==> src/hdl/fwp_pkg.sv <==
package fwp_pkg;

    // Defaults for the top-level parameters
    localparam int PACKET_SIZE_DEF = 128;
    localparam int CMD_LEN_DEF     = 16;

    // Depth of the queue between the front and back parts
    localparam int QUEUE_DEPTH = 2;

    // Framing and tag characters
    localparam logic [7:0] CH_START = 8'h24; // '$'
    localparam logic [7:0] CH_STOP  = 8'h23; // '#'
    localparam logic [7:0] CH_UC_R  = 8'h52;
    localparam logic [7:0] CH_UC_I  = 8'h49;
    localparam logic [7:0] CH_UC_F  = 8'h46;
    localparam logic [7:0] CH_UC_W  = 8'h57;
    localparam logic [7:0] CH_UC_A  = 8'h41;
    localparam logic [7:0] CH_UC_V  = 8'h56;
    localparam logic [7:0] CH_UC_E  = 8'h45;
    localparam logic [7:0] CH_UC_D  = 8'h44;
    localparam logic [7:0] CH_UC_C  = 8'h43;
    localparam logic [7:0] CH_LC_F  = 8'h66;
    localparam logic [7:0] CH_LC_M  = 8'h6D;
    localparam logic [7:0] CH_LC_T  = 8'h74;
    localparam logic [7:0] CH_LC_D  = 8'h64;
    localparam logic [7:0] CH_LC_A  = 8'h61;
    localparam logic [7:0] CH_SPACE = 8'h20;

    // Packet kinds
    localparam logic [2:0] KIND_NONE  = 3'd0;
    localparam logic [2:0] KIND_RIFF  = 3'd1;
    localparam logic [2:0] KIND_FMT   = 3'd2;
    localparam logic [2:0] KIND_DHDR  = 3'd3;
    localparam logic [2:0] KIND_DBLK  = 3'd4;
    localparam logic [2:0] KIND_CMD   = 3'd5;

    // Field step within a data block that carries the payload
    localparam logic [2:0] STEP_PAYLOAD = 3'd3;

    // Classification of one received byte
    typedef struct packed {
        logic       is_start;
        logic       is_stop;
        logic [2:0] kind;        // packet kind if used as a type byte
        logic       riff_letter;
        logic       wave_letter;
        logic       fmt_letter;
        logic       data_letter;
    } byte_class_t;

    typedef struct packed {
        logic [7:0]  rx_byte;
        byte_class_t cls;
    } queue_item_t;

    typedef struct packed {
        logic [2:0]  frame_kind;
        logic        field_valid;
        logic [3:0]  field_id;
        logic [31:0] field_value;
        logic        payload_valid;
        logic [6:0]  payload_index;
        logic [7:0]  payload_byte;
        logic        command_valid;
        logic [3:0]  command_index;
        logic [7:0]  command_byte;
        logic        packet_done;
    } result_t;

    // Width in bytes of a header field; kidx is packet kind minus one
    function automatic logic [2:0] step_width(input logic [1:0] kidx, input logic [2:0] step);
        logic [2:0] w;
        w = 3'd0;
        unique case (kidx)
            2'd0: w = (step < 3'd3) ? 3'd4 : 3'd0;
            2'd1:
            begin
                unique case (step)
                    3'd0, 3'd1, 3'd4, 3'd5: w = 3'd4;
                    default:                w = 3'd2;
                endcase
            end
            2'd2: w = (step < 3'd2) ? 3'd4 : 3'd0;
            default:
            begin
                unique case (step)
                    3'd0, 3'd2: w = 3'd2;
                    3'd1:       w = 3'd1;
                    default:    w = 3'd0;
                endcase
            end
        endcase
        return w;
    endfunction

    function automatic logic [3:0] step_count(input logic [1:0] kidx);
        logic [3:0] c;
        unique case (kidx)
            2'd0:    c = 4'd3;
            2'd1:    c = 4'd8;
            2'd2:    c = 4'd2;
            default: c = 4'd3;
        endcase
        return c;
    endfunction

    function automatic logic [3:0] first_id(input logic [1:0] kidx);
        logic [3:0] f;
        unique case (kidx)
            2'd0:    f = 4'd0;
            2'd1:    f = 4'd3;
            2'd2:    f = 4'd11;
            default: f = 4'd13;
        endcase
        return f;
    endfunction

endpackage

==> src/hdl/fwp_front.sv <==
module fwp_front
    import fwp_pkg::*;
(
    input  logic        clk,
    input  logic        rst_n,
    input  logic        in_valid,
    output logic        in_ready,
    input  logic [7:0]  in_byte,
    output logic        out_valid,
    input  logic        out_ready,
    output queue_item_t out_item
);

    logic        valid_reg;
    queue_item_t item_reg;
    byte_class_t cls;

    // Decode the byte into the flags the parser needs
    always_comb
    begin
        cls.is_start    = (in_byte == CH_START);
        cls.is_stop     = (in_byte == CH_STOP);
        cls.riff_letter = (in_byte == CH_UC_R) || (in_byte == CH_UC_I) || (in_byte == CH_UC_F);
        cls.wave_letter = (in_byte == CH_UC_W) || (in_byte == CH_UC_A) ||
                          (in_byte == CH_UC_V) || (in_byte == CH_UC_E);
        cls.fmt_letter  = (in_byte == CH_LC_F) || (in_byte == CH_LC_M) ||
                          (in_byte == CH_LC_T) || (in_byte == CH_SPACE);
        cls.data_letter = (in_byte == CH_LC_D) || (in_byte == CH_LC_A) || (in_byte == CH_LC_T);
        priority if (in_byte == CH_UC_R)
            cls.kind = KIND_RIFF;
        else if (in_byte == CH_LC_F)
            cls.kind = KIND_FMT;
        else if (in_byte == CH_LC_D)
            cls.kind = KIND_DHDR;
        else if (in_byte == CH_UC_D)
            cls.kind = KIND_DBLK;
        else if (in_byte == CH_UC_C)
            cls.kind = KIND_CMD;
        else
            cls.kind = KIND_NONE;
    end

    assign in_ready  = !valid_reg || out_ready;
    assign out_valid = valid_reg;
    assign out_item  = item_reg;

    always_ff @(posedge clk or negedge rst_n)
    begin
        if (!rst_n)
        begin
            valid_reg <= 1'b0;
        end
        else if (in_ready)
        begin
            valid_reg <= in_valid;
        end
    end

    always_ff @(posedge clk)
    begin
        if (in_ready && in_valid)
        begin
            item_reg <= '{rx_byte: in_byte, cls: cls};
        end
    end

endmodule

==> src/hdl/fwp_queue.sv <==
module fwp_queue
    import fwp_pkg::*;
(
    input  logic        clk,
    input  logic        rst_n,
    input  logic        in_valid,
    output logic        in_ready,
    input  queue_item_t in_item,
    output logic        out_valid,
    input  logic        out_ready,
    output queue_item_t out_item
);

    localparam int PTR_W = (QUEUE_DEPTH > 1) ? $clog2(QUEUE_DEPTH) : 1;
    localparam int CNT_W = $clog2(QUEUE_DEPTH + 1);
    localparam logic [PTR_W-1:0] LAST_PTR = PTR_W'(QUEUE_DEPTH - 1);
    localparam logic [CNT_W-1:0] FULL_CNT = CNT_W'(QUEUE_DEPTH);

    queue_item_t      mem [QUEUE_DEPTH];
    logic [PTR_W-1:0] wr_ptr_reg;
    logic [PTR_W-1:0] rd_ptr_reg;
    logic [CNT_W-1:0] count_reg;
    logic             push;
    logic             pop;

    assign in_ready  = (count_reg != FULL_CNT);
    assign out_valid = (count_reg != '0);
    assign out_item  = mem[rd_ptr_reg];
    assign push      = in_valid && in_ready;
    assign pop       = out_valid && out_ready;

    always_ff @(posedge clk or negedge rst_n)
    begin
        if (!rst_n)
        begin
            wr_ptr_reg <= '0;
            rd_ptr_reg <= '0;
            count_reg  <= '0;
        end
        else
        begin
            if (push)
            begin
                wr_ptr_reg <= (wr_ptr_reg == LAST_PTR) ? '0 : wr_ptr_reg + 1'b1;
            end
            if (pop)
            begin
                rd_ptr_reg <= (rd_ptr_reg == LAST_PTR) ? '0 : rd_ptr_reg + 1'b1;
            end
            if (push && !pop)
            begin
                count_reg <= count_reg + 1'b1;
            end
            else if (pop && !push)
            begin
                count_reg <= count_reg - 1'b1;
            end
        end
    end

    always_ff @(posedge clk)
    begin
        if (push)
        begin
            mem[wr_ptr_reg] <= in_item;
        end
    end

endmodule

==> src/hdl/fwp_back.sv <==
module fwp_back
    import fwp_pkg::*;
#(
    parameter int PACKET_SIZE = PACKET_SIZE_DEF,
    parameter int CMD_LEN     = CMD_LEN_DEF
)
(
    input  logic        clk,
    input  logic        rst_n,
    input  logic        in_valid,
    output logic        in_ready,
    input  queue_item_t in_item,
    output logic        out_valid,
    input  logic        out_ready,
    output result_t     out_result
);

    typedef enum logic [2:0] {
        PH_START = 3'd0,
        PH_TYPE  = 3'd1,
        PH_BODY  = 3'd2,
        PH_CMD   = 3'd3,
        PH_STOP  = 3'd4
    } phase_t;

    localparam logic [7:0] PKT_SIZE_W = 8'(PACKET_SIZE);
    localparam logic [6:0] CMD_LEN_W  = 7'(CMD_LEN);

    phase_t      phase_reg, phase_next;
    logic [2:0]  kind_reg, kind_next;
    logic [2:0]  step_reg, step_next;
    logic [6:0]  count_reg, count_next;
    logic [31:0] word_reg, word_next;
    logic        out_valid_reg;
    result_t     result_reg;
    result_t     res;
    logic        take;
    logic        done;
    logic [1:0]  kidx;
    logic        letter_ok;
    logic [31:0] word_sum;
    logic [6:0]  count_inc;
    logic [3:0]  step_inc;
    logic [7:0]  pay_inc;
    logic [7:0]  b;

    assign in_ready   = !out_valid_reg || out_ready;
    assign take       = in_valid && in_ready;
    assign out_valid  = out_valid_reg;
    assign out_result = result_reg;

    assign b         = in_item.rx_byte;
    assign kidx      = 2'(kind_reg - 3'd1);
    assign count_inc = count_reg + 7'd1;
    assign step_inc  = {1'b0, step_reg} + 4'd1;
    assign pay_inc   = {1'b0, count_reg} + 8'd1;

    always_comb
    begin
        unique case (count_reg[1:0])
            2'd0: word_sum = word_reg | {24'd0, b};
            2'd1: word_sum = word_reg | {16'd0, b, 8'd0};
            2'd2: word_sum = word_reg | {8'd0, b, 16'd0};
            default: word_sum = word_reg | {b, 24'd0};
        endcase
    end

    always_comb
    begin
        priority if (kind_reg == KIND_RIFF && step_reg == 3'd0)
            letter_ok = in_item.cls.riff_letter;
        else if (kind_reg == KIND_RIFF && step_reg == 3'd2)
            letter_ok = in_item.cls.wave_letter;
        else if (kind_reg == KIND_FMT && step_reg == 3'd0)
            letter_ok = in_item.cls.fmt_letter;
        else if (kind_reg == KIND_DHDR && step_reg == 3'd0)
            letter_ok = in_item.cls.data_letter;
        else
            letter_ok = 1'b1;
    end

    // Next parser state and the result for the byte at the queue head
    always_comb
    begin
        phase_next = phase_reg;
        kind_next  = kind_reg;
        step_next  = step_reg;
        count_next = count_reg;
        word_next  = word_reg;
        res        = '0;
        done       = 1'b0;

        unique case (phase_reg)
            PH_START:
            begin
                if (in_item.cls.is_start)
                begin
                    phase_next = PH_TYPE;
                end
            end
            PH_TYPE:
            begin
                if (in_item.cls.kind != KIND_NONE)
                begin
                    kind_next  = in_item.cls.kind;
                    step_next  = '0;
                    count_next = '0;
                    word_next  = '0;
                    phase_next = (in_item.cls.kind == KIND_CMD) ? PH_CMD : PH_BODY;
                end
            end
            PH_BODY:
            begin
                priority if (kind_reg < KIND_RIFF || kind_reg > KIND_DBLK)
                begin
                    phase_next = PH_START;
                    kind_next  = KIND_NONE;
                    step_next  = '0;
                    count_next = '0;
                    word_next  = '0;
                end
                else if (kind_reg == KIND_DBLK && step_reg == STEP_PAYLOAD)
                begin
                    res.payload_valid = 1'b1;
                    res.payload_index = count_reg;
                    res.payload_byte  = b;
                    if (pay_inc >= PKT_SIZE_W)
                    begin
                        count_next = '0;
                        step_next  = '0;
                        phase_next = PH_STOP;
                    end
                    else
                    begin
                        count_next = count_inc;
                    end
                end
                else if ({1'b0, step_reg} >= step_count(kidx) || count_reg > 7'd3)
                begin
                    step_next  = '0;
                    count_next = '0;
                    word_next  = '0;
                end
                else if (letter_ok)
                begin
                    if (count_inc >= {4'd0, step_width(kidx, step_reg)})
                    begin
                        res.field_valid = 1'b1;
                        res.field_id    = 4'(first_id(kidx) + {1'b0, step_reg});
                        res.field_value = word_sum;
                        word_next       = '0;
                        count_next      = '0;
                        step_next       = step_inc[2:0];
                        if (step_inc >= step_count(kidx) && kind_reg != KIND_DBLK)
                        begin
                            step_next  = '0;
                            phase_next = PH_STOP;
                        end
                    end
                    else
                    begin
                        word_next  = word_sum;
                        count_next = count_inc;
                    end
                end
            end
            PH_CMD:
            begin
                if (in_item.cls.is_stop)
                begin
                    done = 1'b1;
                end
                else if (count_reg < CMD_LEN_W)
                begin
                    res.command_valid = 1'b1;
                    res.command_index = count_reg[3:0];
                    res.command_byte  = b;
                    count_next        = count_inc;
                end
            end
            PH_STOP:
            begin
                done = in_item.cls.is_stop;
            end
            default:
            begin
                phase_next = PH_START;
                kind_next  = KIND_NONE;
                step_next  = '0;
                count_next = '0;
                word_next  = '0;
            end
        endcase

        // Report the kind before a closing stop clears it
        res.frame_kind = kind_next;
        if (done)
        begin
            res.packet_done = 1'b1;
            phase_next      = PH_START;
            kind_next       = KIND_NONE;
            step_next       = '0;
            count_next      = '0;
            word_next       = '0;
        end
    end

    always_ff @(posedge clk or negedge rst_n)
    begin
        if (!rst_n)
        begin
            phase_reg     <= PH_START;
            kind_reg      <= KIND_NONE;
            step_reg      <= '0;
            count_reg     <= '0;
            word_reg      <= '0;
            out_valid_reg <= 1'b0;
            result_reg    <= '0;
        end
        else
        begin
            if (take)
            begin
                phase_reg  <= phase_next;
                kind_reg   <= kind_next;
                step_reg   <= step_next;
                count_reg  <= count_next;
                word_reg   <= word_next;
                result_reg <= res;
            end
            if (in_ready)
            begin
                out_valid_reg <= in_valid;
            end
        end
    end

endmodule

==> src/hdl/framed_wav_upload_parser.sv <==
// Path: a byte goes through the front register, the queue and the back output register.
// Throughput: one byte per cycle while m_axis_tready holds; the front register, the two-entry
// queue and the back output register each pass one transfer a cycle.
// Reset: asynchronous, active low; clears all handshake state and returns the
// parser to waiting for the start byte with no packet open.
module framed_wav_upload_parser
    import fwp_pkg::*;
#(
    parameter int PACKET_SIZE = PACKET_SIZE_DEF, // payload bytes per data block, 1..128
    parameter int CMD_LEN     = CMD_LEN_DEF      // stored command characters, 2..16
)
(
    input  logic        clk,
    input  logic        rst_n,
    // received bytes
    input  logic        s_axis_tvalid,
    output logic        s_axis_tready,
    input  logic [7:0]  s_axis_tdata,   // [7:0] rx_byte
    // parser results, one per received byte
    output logic        m_axis_tvalid,
    input  logic        m_axis_tready,
    output logic [71:0] m_axis_tdata,   // [0] field_valid, [4:1] field_id,
                                        // [36:5] field_value, [37] payload_valid,
                                        // [44:38] payload_index, [52:45] payload_byte,
                                        // [53] command_valid, [57:54] command_index,
                                        // [65:58] command_byte, [71:66] zero
    output logic [2:0]  m_axis_tuser,   // [2:0] frame_kind
    output logic        m_axis_tlast    // packet_done
);

    logic        fr_valid;
    logic        fr_ready;
    queue_item_t fr_item;
    logic        q_valid;
    logic        q_ready;
    queue_item_t q_item;
    result_t     result;

    // Front: register the byte together with its character class
    fwp_front u_front
    (
        .clk       (clk),
        .rst_n     (rst_n),
        .in_valid  (s_axis_tvalid),
        .in_ready  (s_axis_tready),
        .in_byte   (s_axis_tdata),
        .out_valid (fr_valid),
        .out_ready (fr_ready),
        .out_item  (fr_item)
    );

    // Hold classified bytes so the front keeps taking transfers while the back stalls, until the queue is full
    fwp_queue u_queue
    (
        .clk       (clk),
        .rst_n     (rst_n),
        .in_valid  (fr_valid),
        .in_ready  (fr_ready),
        .in_item   (fr_item),
        .out_valid (q_valid),
        .out_ready (q_ready),
        .out_item  (q_item)
    );

    // Back: advance the framing state and register one result per byte
    fwp_back #(
        .PACKET_SIZE (PACKET_SIZE),
        .CMD_LEN     (CMD_LEN)
    ) u_back
    (
        .clk        (clk),
        .rst_n      (rst_n),
        .in_valid   (q_valid),
        .in_ready   (q_ready),
        .in_item    (q_item),
        .out_valid  (m_axis_tvalid),
        .out_ready  (m_axis_tready),
        .out_result (result)
    );

    // Pack the result, lowest field first
    assign m_axis_tdata = {6'd0,
                           result.command_byte,
                           result.command_index,
                           result.command_valid,
                           result.payload_byte,
                           result.payload_index,
                           result.payload_valid,
                           result.field_value,
                           result.field_id,
                           result.field_valid};
    assign m_axis_tuser = result.frame_kind;
    assign m_axis_tlast = result.packet_done;

endmodule

==> config.mk <==
export PLATFORM = sky130hd
export DESIGN_NAME = framed_wav_upload_parser
export DESIGN_NICKNAME = d
export VERILOG_FILES = /design/src/hdl/fwp_pkg.sv /design/src/hdl/fwp_front.sv /design/src/hdl/fwp_queue.sv /design/src/hdl/fwp_back.sv /design/src/hdl/framed_wav_upload_parser.sv
export SDC_FILE = /design/constraint.sdc
export NUM_CORES = 1
export LEC_CHECK = 0
export ABC_AREA = 1
export BUFFER_PORTS_ARGS = -buffer_cell sky130_fd_sc_hd__buf_2
export CORE_AREA = 2 2 149 151
export CTS_BUF_LIST = sky130_fd_sc_hd__clkbuf_16
export DETAILED_ROUTE_END_ITERATION = 10
export DIE_AREA = 0 0 151 153
export HOLD_SLACK_MARGIN = 0.15
export PLACE_DENSITY = 0.53
export SETUP_SLACK_MARGIN = 0.15
export SYNTH_ARGS = -nofsm -noshare
export SYNTH_HDL_FRONTEND = slang
export SYNTH_SLANG_ARGS = --single-unit
==> constraint.sdc <==
create_clock -name clk -period 7 [get_ports clk]
set_input_delay 0.7 -clock clk [delete_from_list [all_inputs] [get_ports clk]]
set_output_delay 0.7 -clock clk [all_outputs]
set_load 0.01 [all_outputs]
== Yosys cells after proc, flatten, opt, wreduce, memory -nomap -nowiden ==
Memories as Yosys holds them, arrays and structs flattened.
Cells that the tools add are included.

* Input bits: 12
* Output and inout bits: 78
* Memory bits (writable): 34
* Word-level logic and storage cells: 253
* Memories kept: 1
* Register bits: 141

* Bitwise logic cells: 4
* $add $sub $neg: 9
* Equality and inequality tests: 53
* Reductions and logical operators: 46
* Order comparisons: 10
* Mux-type cells: 100

{| class="wikitable"
|+ Memory list
! memory !! words !! width !! read ports !! clocked after memory_dff !! write ports !! line !! RTL
|-
| u_queue.mem || 2 || 17 || 1 || 0 || 1 || fwp_queue.sv:19 || <nowiki>queue_item_t mem [QUEUE_DEPTH];</nowiki>
|}

{| class="wikitable"
|+ Operator list
! operator !! count
|-
| $mux W32 || 7
|-
| $pmux W32 S3 || 2
|-
| $mux W37 || 4
|-
| $eq A8 B7 Y1 const B || 14
|-
| $mux W53 || 2
|-
| $mux W3 || 32
|-
| $mux W7 || 10
|-
| $mux W4 || 15
|-
| $mux W13 || 3
|-
| $or A32 B16 Y32 || 1
|-
| $or A32 B24 Y32 || 1
|-
| $or A32 B32 Y32 || 1
|-
| $or A32 B8 Y32 || 1
|-
| $pmux W7 S4 || 1
|-
| $pmux W3 S3 || 3
|-
| $eq A8 B6 Y1 const B || 3
|-
| $ne A5 B1 Y1 const B || 4
|-
| $eq A3 B2 Y1 const B || 6
|-
| $mux W16 || 1
|-
| $eq A3 B3 Y1 const B || 5
|-
| $logic_or A1 B1 Y1 || 14
|-
| $ne A6 B1 Y1 const B || 2
|-
| $pmux W3 S4 || 1
|-
| $pmux W4 S3 || 1
|-
| other kinds (44) || 88
|}

== Longest topological paths before layout ==
Gate-level depths: netlist of run 1.

* Word-level depth: 29
* Mapped depth: 18
* Mapped depth without buffers: 18

== Hierarchy ==
Synthesis of run 1 repeated with hierarchy kept, for this count alone.

* Cells, all modules: 951
* Area, all modules: 8,350.5 um^2

{| class="wikitable"
|+ By module, submodules not included
! module !! sequential area each (um^2) !! cells an instance !! area each (um^2) !! times used
|-
| fwp_back || 2,977.9 || 748 || 5,960.7 || 1
|-
| fwp_queue || 1,121.1 || 117 || 1,520.2 || 1
|-
| fwp_front || 535.5 || 79 || 820.8 || 1
|-
| framed_wav_upload_parser || 0.0 || 7 || 48.8 || 1
|}

== Worst setup path before layout of run 1 ==
Ideal clock, no wire load.

* Path type: register -> register
* Start: register u_back.kind_reg[0]
* End: register u_back.result_reg (netlist bit u_back.out_result[32])
* Setup time: 0.074 ns
* Required time: 6.926 ns
* Setup slack: 4.600 ns
* Period minus slack after synthesis: 2.400 ns
* Cell stages (with the launch flop): 17
* Path buffers: 1
* Data arrival time: 2.326 ns
* Cell sequence: dfrtp_1 -> inv_1 -> ha_1 -> nor2_1 -> ha_1 -> inv_1 -> nand2_1 -> nand2_1 -> nand2_1 -> nand2_1 -> nand2_1 -> nor2_2 -> inv_2 -> nor3_2 -> nand3_2 -> buf_6 -> o21ai_2

* Longest elaborated chain between the ends: 15
* Elaborated cells on any way between the ends: 39
* Classes of those cells: 1 x add/sub; 4 x order compare; 6 x eq/ne; 20 x mux; 8 x reduce/logical

{| class="wikitable"
|+ Ends and longest elaborated chain
! what !! line !! RTL
|-
| from (decl) || fwp_back.sv:30 || <nowiki>logic [2:0] kind_reg, kind_next;</nowiki>
|-
| from (signal assigned) || fwp_back.sv:225 || <nowiki>kind_reg <= kind_next;</nowiki>
|-
| $sub A2 B1 Y2 || fwp_back.sv:53 || <nowiki>assign kidx = 2'(kind_reg - 3'd1);</nowiki>
|-
| $eq A2 B2 Y1, or another cell as far along || fwp_pkg.sv:74, fwp_pkg.sv:98 ||
|-
| $pmux W3 S3 || fwp_pkg.sv:74 || <nowiki>unique case (kidx)</nowiki>
|-
| $mux W3 || fwp_back.sv:144 || <nowiki>else if (letter_ok)</nowiki>
|-
| $mux W3 || fwp_back.sv:138 || <nowiki>else if ({1'b0, step_reg} >= step_count(kidx) || count_reg > 7'd3)</nowiki>
|-
| $mux W3 || fwp_back.sv:122 || <nowiki>else if (kind_reg == KIND_DBLK && step_reg == STEP_PAYLOAD)</nowiki>
|-
| $mux W3 || fwp_back.sv:114 || <nowiki>priority if (kind_reg < KIND_RIFF || kind_reg > KIND_DBLK)</nowiki>
|-
| $mux W3 || fwp_back.sv:93 || <nowiki>unique case (phase_reg)</nowiki>
|-
| $ge A7 B3 Y1 || fwp_back.sv:146 || <nowiki>if (count_inc >= {4'd0, step_width(kidx, step_reg)})</nowiki>
|-
| $mux W37 || fwp_back.sv:146 ||
|-
| $mux W37 || fwp_back.sv:144 ||
|-
| $mux W37 || fwp_back.sv:138 ||
|-
| $mux W37 || fwp_back.sv:122 ||
|-
| $mux W53 * || fwp_back.sv:114 ||
|-
| $mux W53 * || fwp_back.sv:93 ||
|-
| to (signal assigned) || fwp_back.sv:229 || <nowiki>result_reg <= res;</nowiki>
|-
| to (decl) || fwp_back.sv:35 || <nowiki>result_t result_reg;</nowiki>
|}

Every way passes the cells marked *; elsewhere a longest branch is shown, timed or not. The select of a mux whose other input is x is not followed.
A chain may end at the register's enable or synchronous reset.

== Worst setup path after layout of run 1 ==
* Start: register u_back.kind_reg[0]
* End: register u_back.step_reg[1]

* Longest elaborated chain between the ends: 19
* Elaborated cells on any way between the ends: 54
* Classes of those cells: 1 x add/sub; 5 x order compare; 10 x eq/ne; 28 x mux; 10 x reduce/logical

{| class="wikitable"
|+ Ends and longest elaborated chain
! what !! line !! RTL
|-
| $sub A2 B1 Y2 || fwp_back.sv:53 ||
|-
| $eq A2 B2 Y1 / $eq A2 B1 Y1 (equally long branches) || fwp_pkg.sv:74, fwp_pkg.sv:98 ||
|-
| $pmux W4 S2 || fwp_pkg.sv:98 || <nowiki>unique case (kidx)</nowiki>
|-
| $mux W4 || fwp_back.sv:146 ||
|-
| $mux W4 || fwp_back.sv:144 ||
|-
| $mux W4 || fwp_back.sv:138 ||
|-
| $mux W4 || fwp_back.sv:122 ||
|-
| $mux W4 || fwp_back.sv:114 ||
|-
| (+3 left out) || -- ||
|-
| $mux W3 || fwp_back.sv:154 || <nowiki>if (step_inc >= step_count(kidx) && kind_reg != KIND_DBLK)</nowiki>
|-
| $mux W3 || fwp_back.sv:146 ||
|-
| $mux W3 || fwp_back.sv:144 ||
|-
| $mux W3 || fwp_back.sv:138 ||
|-
| $mux W3 || fwp_back.sv:122 ||
|-
| $mux W3 || fwp_back.sv:114 ||
|-
| $pmux W3 S3 || fwp_back.sv:93 ||
|-
| $mux W3 || fwp_back.sv:197 || <nowiki>if (done)</nowiki>
|-
| to (signal assigned) || fwp_back.sv:226 || <nowiki>step_reg <= step_next;</nowiki>
|-
| to (decl) || fwp_back.sv:31 || <nowiki>logic [2:0] step_reg, step_next;</nowiki>
|}

Several ways; a longest one is shown, not always the timed one. The select of a mux whose other input is x is not followed.

==> metrics.txt, run 1 <==
# TYPE chip_impl_metric gauge
chip_impl_metric{name="area_growth",unit="%"} 14.2
chip_impl_metric{name="p_leak",unit="nW"} 4.58
chip_impl_metric{name="worst_clock_skew",unit="ps"} 9.59
chip_impl_metric{name="gr-total-overflow",unit=""} 0
chip_impl_metric{name="grt_util_all_layers",unit="%"} 17.7
chip_impl_metric{name="max-slew-margin-rel",unit="%"} 35.4
chip_impl_metric{name="cts_setup_buffers",unit=""} 0
chip_impl_metric{name="count_of_yosys_warnings_during_synthesis",unit=""} 0
chip_impl_metric{name="wl",unit="µm"} 19400
chip_impl_metric{name="setup_total_negative_slack",unit="ps"} 0
chip_impl_metric{name="flops_latches_synth",unit=""} 175
chip_impl_metric{name="vias_in_the_first_global_route",unit=""} 6179
chip_impl_metric{name="drt-vias-per-instance",unit=""} 4.89
chip_impl_metric{name="syn-instance-count",unit=""} 922
chip_impl_info{name="layout_commonest_cell",value="sky130_fd_sc_hd__nand2_1"} 1
chip_impl_info{name="layout.cells.most_common_list",value="sky130_fd_sc_hd__nand2_1, sky130_fd_sc_hd__dfrtp_1, sky130_fd_sc_hd__inv_1"} 1
chip_impl_metric{name="synth_async_sr_flop_share",unit="%"} 70.9
chip_impl_metric{name="die_w",unit="µm"} 151
chip_impl_metric{name="layout-drive-gt1-share",unit="%"} 17.6
chip_impl_metric{name="crit_path_required_time",unit="ps"} 7370
chip_impl_metric{name="path_max_fanout",unit=""} 23
chip_impl_metric{name="cts_hold_buffers_added",unit=""} 0
chip_impl_info{name="synth_ff_type",value="sky130_fd_sc_hd__dfrtp_1"} 1
chip_impl_metric{name="numPortBuffers",unit=""} 83
chip_impl_metric{name="antenna_cells",unit=""} 0
chip_impl_info{name="path_class",value="reg2reg"} 1
chip_impl_metric{name="clock_path_buffers",unit=""} 2
chip_impl_metric{name="final_net_count",unit=""} 1043
chip_impl_info{name="status",value="finished, final reports clean"} 1
chip_impl_metric{name="cp_data_arrival_time",unit="ps"} 3550
chip_impl_metric{name="dr_total_vias",unit=""} 6330
chip_impl_metric{name="ctsHtreeMaxLevel",unit=""} 4
chip_impl_metric{name="ir_drop",unit="µV"} 261
chip_impl_metric{name="drc",unit=""} 0
chip_impl_info{name="worstSetupStartpoint",value="u_back.kind_reg[0]$_DFFE_PN0P_"} 1
chip_impl_info{name="crit_path_start_kind",value="flop"} 1
chip_impl_metric{name="ys_seq_area_share",unit="%"} 54.7
chip_impl_metric{name="chipHeight",unit="µm"} 153
chip_impl_metric{name="final_antenna_net_count",unit=""} 0
chip_impl_metric{name="hold_viol",unit=""} 0
chip_impl_metric{name="core-area",unit="µm²"} 21500
chip_impl_metric{name="largest_reg_flops",unit=""} 70
chip_impl_metric{name="num_rows",unit=""} 54
chip_impl_metric{name="post_synth_instance_area",unit="µm²"} 8470
chip_impl_metric{name="clock_sink_count",unit=""} 175
chip_impl_metric{name="detail_route.iter0.violations",unit=""} 340
chip_impl_metric{name="worst_skew_pair.late_latency",unit="ps"} 430
chip_impl_metric{name="die_area",unit="µm²"} 23100
chip_impl_metric{name="holdWs",unit="ps"} 282
chip_impl_metric{name="setup_violations",unit=""} 0
chip_impl_metric{name="critPathMaxStageDelay",unit="ps"} 480
chip_impl_metric{name="num_io_pins",unit=""} 90
chip_impl_metric{name="hpwlAfterDp",unit="µm"} 13400
chip_impl_info{name="clk_root_buffer_cell",value="sky130_fd_sc_hd__clkbuf_16"} 1
chip_impl_metric{name="grt_start_max_net_pins",unit=""} 80
chip_impl_metric{name="layout_worst_path_cycle_share",unit="%"} 45.5
chip_impl_metric{name="floorplan.initialDensity",unit="%"} 39.4
chip_impl_metric{name="fmax",unit="GHz"} 0.314
chip_impl_info{name="cts_tree",value="built"} 1
chip_impl_metric{name="tritoncts.num_buffers",unit=""} 17
chip_impl_info{name="rsz_0062_raised_after_global_routing",value="no"} 1
chip_impl_metric{name="gpl.final_weighted_congestion",unit=""} 0.875
chip_impl_metric{name="cts-resized-gates",unit=""} 0
chip_impl_metric{name="cts.reportedPaths.clkPinSlew",unit="ps"} 70
chip_impl_metric{name="cap_viol_max_count",unit=""} 0
chip_impl_metric{name="first_pass_iters",unit=""} 5
chip_impl_metric{name="mapped_avg_cell_area",unit="µm²"} 9.18
chip_impl_metric{name="final.min_clock_period",unit="ps"} 3190
chip_impl_metric{name="grt_antenna_before_repair",unit=""} 0
chip_impl_metric{name="worst_slew_pin_slew",unit="ps"} 942
chip_impl_info{name="crit_chain",value="inv_1, ha_1, nor2_1, ha_1, inv_1, nand2_1, nand2_1, nand2_1, nand2_1, nand2_1, nor2_2, inv_2, nor2_4, nand3_1, nand2_1, nand2_1, nand2_1"} 1
chip_impl_metric{name="pwr_density_cell",unit="nW/µm²"} 347
chip_impl_info{name="timing.hold.worst.class",value="in2async"} 1
chip_impl_info{name="timing.critical_path.to_type",value="flop"} 1
chip_impl_metric{name="report.final.slew_viol_count",unit=""} 0
chip_impl_metric{name="synth.lib_cells_used.distinct",unit=""} 46
chip_impl_metric{name="global_route_wire_length_before_repair",unit="µm"} 32000
chip_impl_info{name="worst_path_most_repeated_cell",value="sky130_fd_sc_hd__nand2_1"} 1
chip_impl_info{name="critical_path.reg2reg.startpoint",value="u_back.kind_reg[0]$_DFFE_PN0P_"} 1
chip_impl_metric{name="post_synth_edffs",unit=""} 51
chip_impl_info{name="critPathSlowestCell",value="sky130_fd_sc_hd__nor2_4"} 1
chip_impl_metric{name="wl_per_cell",unit="µm"} 15.0
chip_impl_metric{name="total_power",unit="mW"} 3.36
==> cell type report <==
type	count	area [µm²]
fill	2129	11800
sequential	175	4630
multi-input combinational	592	3160
inverter	126	473
timing repair buffer	90	470
clock buffer	17	425
tap	280	350
clock inverter	15	148
==> metal layers <==
| metal | up-vias | track usage, % | share of wire, % |
|---|---|---|---|
| met3 | 19 | 3.49 | 4.1 |
| li1 | 3165 | - | - |
| met1 | 3025 | 24.8 | 48 |
| met4 | 0 | 5.34 | 1.4 |
| met5 | - | 0 | 0 |
| met2 | 121 | 27.9 | 47 |
==> critical path, delay by kind of cell (launching register included) <==
family	cells	cell delay, ps
adders and majority gates	2	600
buffers and inverters	3	280
DFF	1	440
and+or+nand+nor	12	1780
==> through the flow <==
stage | util, % | std cells | setup WS (ps) | instance area [µm²]
finish | 45.0 | 1295 | 3810 | 9670
global route | 45.0 | 1295 | 3490 | 9670
CTS | 45.0 | 1295 | 3800 | 9670
detailed placement | 42.3 | 1263 | 3800 | 9090
global placement | 42.3 | 1263 | 3840 | 9090
floorplan | - | 927 | 4600 | 8480
==> power breakdown <==
group	switching (mW)	total, mW	internal (mW)
clock	0.440	0.913	0.472
sequential	0.0995	1.33	1.23
combinational	0.802	1.12	0.316
==> logic make-up after synthesis <==
kind of cell               synth area share [%]
muxes                                     0.946
and+or+nand+nor                            18.7
adders and majority gates                  4.37
xor gates and xnor gates                  0.621
buffers and inverters                      8.26
DFF                                        54.7
AOI/OAI and AO/OA                          12.3
other                                    0.0443
==> path summary, 6_finish.rpt <==
kind                                                          end  slack [ps]  cells after the start
worst max-delay path               u_back.step_reg[1]$_DFFE_PN0P_        3810                     17
worst min-delay path            u_back.out_result[14]$_DFFE_PN0P_         280                      1
worst max register to register     u_back.step_reg[1]$_DFFE_PN0P_        3810                     17
worst min register to register       u_queue.mem[0][14]$_DFFE_PP_         450                      0
max in group asynchronous       u_back.out_result[64]$_DFFE_PN0P_        5270                      2
min in group clk                     u_queue.mem[0][14]$_DFFE_PP_         450                      0
==> cells in the mapped netlist, types with 2 or more instances <==
cell                       instances  share of area (%)
sky130_fd_sc_hd__buf_4             9               0.80
sky130_fd_sc_hd__nand3b_1          4               0.35
sky130_fd_sc_hd__nor2_1           50                2.2
sky130_fd_sc_hd__o31ai_1           2               0.18
sky130_fd_sc_hd__or2_2             2               0.15
sky130_fd_sc_hd__mux2i_1           8               0.95
sky130_fd_sc_hd__buf_6             8                1.1
sky130_fd_sc_hd__o21ai_0          59                3.5
sky130_fd_sc_hd__inv_1           123                5.5
sky130_fd_sc_hd__nand3_1          31                1.8
sky130_fd_sc_hd__xor2_1            4               0.41
sky130_fd_sc_hd__o22ai_1          28                2.1
sky130_fd_sc_hd__clkbuf_1         13               0.58
sky130_fd_sc_hd__nand3_2           2               0.24
sky130_fd_sc_hd__o211ai_1          2               0.18
sky130_fd_sc_hd__a21oi_1           8               0.47
sky130_fd_sc_hd__o21ai_2          30                3.1
sky130_fd_sc_hd__nand2_2           3               0.22
sky130_fd_sc_hd__a31oi_1           2               0.15
sky130_fd_sc_hd__o21ai_1          34                2.0
sky130_fd_sc_hd__xnor2_1           2               0.21
sky130_fd_sc_hd__dfrtp_1         124                 37
sky130_fd_sc_hd__nand4_1           8               0.59
sky130_fd_sc_hd__nor2_2            5               0.37
sky130_fd_sc_hd__ha_1             28                4.1
sky130_fd_sc_hd__nand2_1         251                 11
sky130_fd_sc_hd__buf_2             4               0.24
sky130_fd_sc_hd__nor3_1            8               0.47
sky130_fd_sc_hd__inv_2             3               0.13
sky130_fd_sc_hd__edfxtp_1         51                 18
Power figures use the tool's default switching activity.
==> inputs of run 2 (changes only) <==
- clock period: 7 -> 3.17 ns (I/O delays scaled with it)
==> run 2 against run 1 <==
  * Non-clock buffer count up 26
  * Final area rose by 3.5%
  * Clock power up 150%
  * Worst hold slack better by 160 ps
  * Critical endpoint is now u_back.out_result[31]$_DFFE_PN0P_
==> metrics.txt, run 2 (same netlist as run 1, synthesis figures left out) <==
# TYPE chip_impl_metric gauge
chip_impl_metric{name="area_growth",unit="%"} 18.2
chip_impl_metric{name="worst_skew_pair.late_latency",unit="ps"} 420
chip_impl_metric{name="layoutNonFillerInstCount",unit=""} 1320
chip_impl_info{name="crit_chain",value="inv_1, ha_1, inv_1, o31ai_1, ha_1, nand2_1, nand2_1, nand2_1, nand2_1, nor2_2, nand3_4, nand3_2, buf_12, o21ai_0"} 1
chip_impl_metric{name="ctsHtreeMaxLevel",unit=""} 4
chip_impl_metric{name="path_max_fanout",unit=""} 33
chip_impl_metric{name="cap_viol_max_count",unit=""} 0
chip_impl_metric{name="cts.reportedPaths.clkPinSlew",unit="ps"} 70
chip_impl_metric{name="layout-drive-gt1-share",unit="%"} 18.4
chip_impl_metric{name="num_rows",unit=""} 54
chip_impl_metric{name="clock_sink_count",unit=""} 175
chip_impl_metric{name="cp_data_arrival_time",unit="ps"} 3050
chip_impl_metric{name="dr_total_vias",unit=""} 6352
chip_impl_metric{name="global_route_wire_length_before_repair",unit="µm"} 32500
chip_impl_metric{name="die_area",unit="µm²"} 23100
chip_impl_metric{name="max-slew-margin-rel",unit="%"} 46.2
chip_impl_info{name="timing.critical_path.to_type",value="flop"} 1
chip_impl_metric{name="core-area",unit="µm²"} 21500
chip_impl_metric{name="total_switching_power",unit="mW"} 2.93
chip_impl_metric{name="drt-vias-per-instance",unit=""} 4.81
chip_impl_metric{name="final_util",unit="%"} 46.6
chip_impl_metric{name="critical_path_depth",unit=""} 14
chip_impl_metric{name="chipHeight",unit="µm"} 153
chip_impl_metric{name="numPortBuffers",unit=""} 83
chip_impl_info{name="path_class",value="reg2reg"} 1
chip_impl_info{name="timing.hold.worst.class",value="reg2reg"} 1
chip_impl_metric{name="p_leak",unit="nW"} 4.77
chip_impl_metric{name="p_sw_share",unit="%"} 37.4
chip_impl_info{name="clk_root_buffer_cell",value="sky130_fd_sc_hd__clkbuf_16"} 1
chip_impl_metric{name="hpwlAfterDp",unit="µm"} 14200
chip_impl_metric{name="largest_reg_flops",unit=""} 70
chip_impl_metric{name="vias_in_the_first_global_route",unit=""} 6012
chip_impl_metric{name="dp_cells",unit=""} 1278
chip_impl_metric{name="hold_viol",unit=""} 0
chip_impl_metric{name="die_w",unit="µm"} 151
chip_impl_info{name="rsz_0062_raised_after_global_routing",value="no"} 1
chip_impl_info{name="layout.cells.most_common_list",value="sky130_fd_sc_hd__nand2_1, sky130_fd_sc_hd__dfrtp_1, sky130_fd_sc_hd__inv_1"} 1
chip_impl_metric{name="final_antenna_net_count",unit=""} 0
chip_impl_metric{name="worstRegToRegCells",unit=""} 14
chip_impl_metric{name="critPathMaxStageDelay",unit="ps"} 450
chip_impl_info{name="crit_path_start_kind",value="flop"} 1
chip_impl_metric{name="antenna_cells",unit=""} 0
chip_impl_metric{name="tritoncts.num_buffers",unit=""} 17
chip_impl_metric{name="clock_path_buffers",unit=""} 2
chip_impl_metric{name="pwr_density_cell",unit="nW/µm²"} 783
chip_impl_metric{name="min_path_cells",unit=""} 0
chip_impl_metric{name="grt_util_all_layers",unit="%"} 18.0
chip_impl_metric{name="floorplan.initialDensity",unit="%"} 39.4
chip_impl_metric{name="grt_antenna_before_repair",unit=""} 0
chip_impl_metric{name="final.min_clock_period",unit="ps"} 2760
chip_impl_metric{name="setup_total_negative_slack",unit="ps"} 0
chip_impl_metric{name="crit_path_required_time",unit="ps"} 3470
chip_impl_metric{name="wl_per_cell",unit="µm"} 15.1
chip_impl_metric{name="worst_slew_pin_slew",unit="ps"} 805
chip_impl_metric{name="num_io_pins",unit=""} 90
chip_impl_metric{name="worst_clock_skew",unit="ps"} 9.33
chip_impl_metric{name="cts_setup_buffers",unit=""} 0
chip_impl_metric{name="power.internal",unit="mW"} 4.91
chip_impl_metric{name="critical_path.n_buffers_inverters",unit=""} 3
chip_impl_metric{name="final_net_count",unit=""} 1069
chip_impl_metric{name="report.final.slew_viol_count",unit=""} 0
chip_impl_metric{name="detail_route.iter0.violations",unit=""} 365
chip_impl_info{name="critPathSlowestCell",value="sky130_fd_sc_hd__dfrtp_1"} 1
chip_impl_metric{name="gpl.final_weighted_congestion",unit=""} 0.868
chip_impl_metric{name="comb_power_share",unit="%"} 33.7
chip_impl_info{name="status",value="finished, final reports clean"} 1
chip_impl_metric{name="ir_drop",unit="µV"} 523
chip_impl_metric{name="fmax",unit="GHz"} 0.363
chip_impl_metric{name="share_clk_of_total_power",unit="%"} 29.0
chip_impl_metric{name="holdWs",unit="ps"} 447
chip_impl_metric{name="grt_start_max_net_pins",unit=""} 65
chip_impl_metric{name="first_pass_iters",unit=""} 5
chip_impl_metric{name="setup_violations",unit=""} 0
chip_impl_metric{name="gr-total-overflow",unit=""} 0
chip_impl_metric{name="layout_worst_path_cycle_share",unit="%"} 87.0
chip_impl_metric{name="p_seq_share",unit="%"} 37.3
chip_impl_info{name="cts_tree",value="built"} 1
chip_impl_info{name="worst_path_most_repeated_cell",value="sky130_fd_sc_hd__nand2_1"} 1
chip_impl_metric{name="drc",unit=""} 0
chip_impl_metric{name="wl",unit="µm"} 20000
chip_impl_info{name="cpLargestDelayFamily",value="simple AND/OR/NAND/NOR gates"} 1
chip_impl_info{name="layout_commonest_cell",value="sky130_fd_sc_hd__nand2_1"} 1
run 2: changes by cell type in the layout (fill, tap and decap cells not counted), moves of 3 or more:
cell | previous run | this run
sky130_fd_sc_hd__clkbuf_16 | 17 | 20
sky130_fd_sc_hd__dlygate4sd3_1 | 0 | 11
sky130_fd_sc_hd__buf_12 | 0 | 3
sky130_fd_sc_hd__buf_4 | 8 | 19
sky130_fd_sc_hd__bufinv_16 | 0 | 3
run 2: cell type report:
type                       count  area, µm²
fill                        2090      11500
sequential                   175       4630
multi-input combinational    592       3160
timing repair buffer         116        734
clock buffer                  20        500
inverter                     126        473
tap                          280        350
clock inverter                11        148
run 2: routing by layer:
layer / wire length, µm / track usage (%)
met5: 0 / 0
met4: 91 / 3.60
met3: 659 / 3.31
met2: 9260 / 27.8
met1: 9980 / 26.6
run 2: worst paths after layout:
| path | startpoint | endpoint | slack (ps) |
|---|---|---|---|
| max | u_back.kind_reg[1]$_DFFE_PN0P_ | u_back.out_result[31]$_DFFE_PN0P_ | 410 |
| min | u_front.out_item[6]$_SDFFCE_PP0P_ | u_queue.mem[0][6]$_DFFE_PP_ | 450 |
| max reg2reg | u_back.kind_reg[1]$_DFFE_PN0P_ | u_back.out_result[31]$_DFFE_PN0P_ | 410 |
| min reg2reg | u_front.out_item[6]$_SDFFCE_PP0P_ | u_queue.mem[0][6]$_DFFE_PP_ | 450 |
| max in group asynchronous | rst_n | u_back.word_reg[22]$_DFFE_PN0P_ | 1880 |
| min in group asynchronous | rst_n | u_back.word_reg[3]$_DFFE_PN0P_ | 480 |
run 2: stage by stage:
stage	power (mW)	cell area (µm²)	setup slack, ps
global route	8.35	10000	176
floorplan	4.78	8480	770
CTS	7.91	10000	339
detailed placement	5.61	9240	357
global placement	5.62	9240	428
finish	7.84	10000	413
run 2: what timing repair did:
item | 4_1_cts | 5_1_grt
endpoints found under the hold margin | 58 | 0
setup endpoints to repair | 0 | 46
hold buffers | 11 | 0
gates resized for setup | 0 | 3
run 2: power groups by stage:
| stage | Clock [mW] | Sequential (mW) | Combinational [mW] |
|---|---|---|---|
| global route | 2.41 | 2.96 | 2.98 |
| global placement | 0 | 2.96 | 2.66 |
| finish | 2.28 | 2.92 | 2.64 |
| floorplan | 0 | 2.91 | 1.87 |
| CTS | 2.32 | 2.92 | 2.66 |
| detailed placement | 0 | 2.97 | 2.65 |
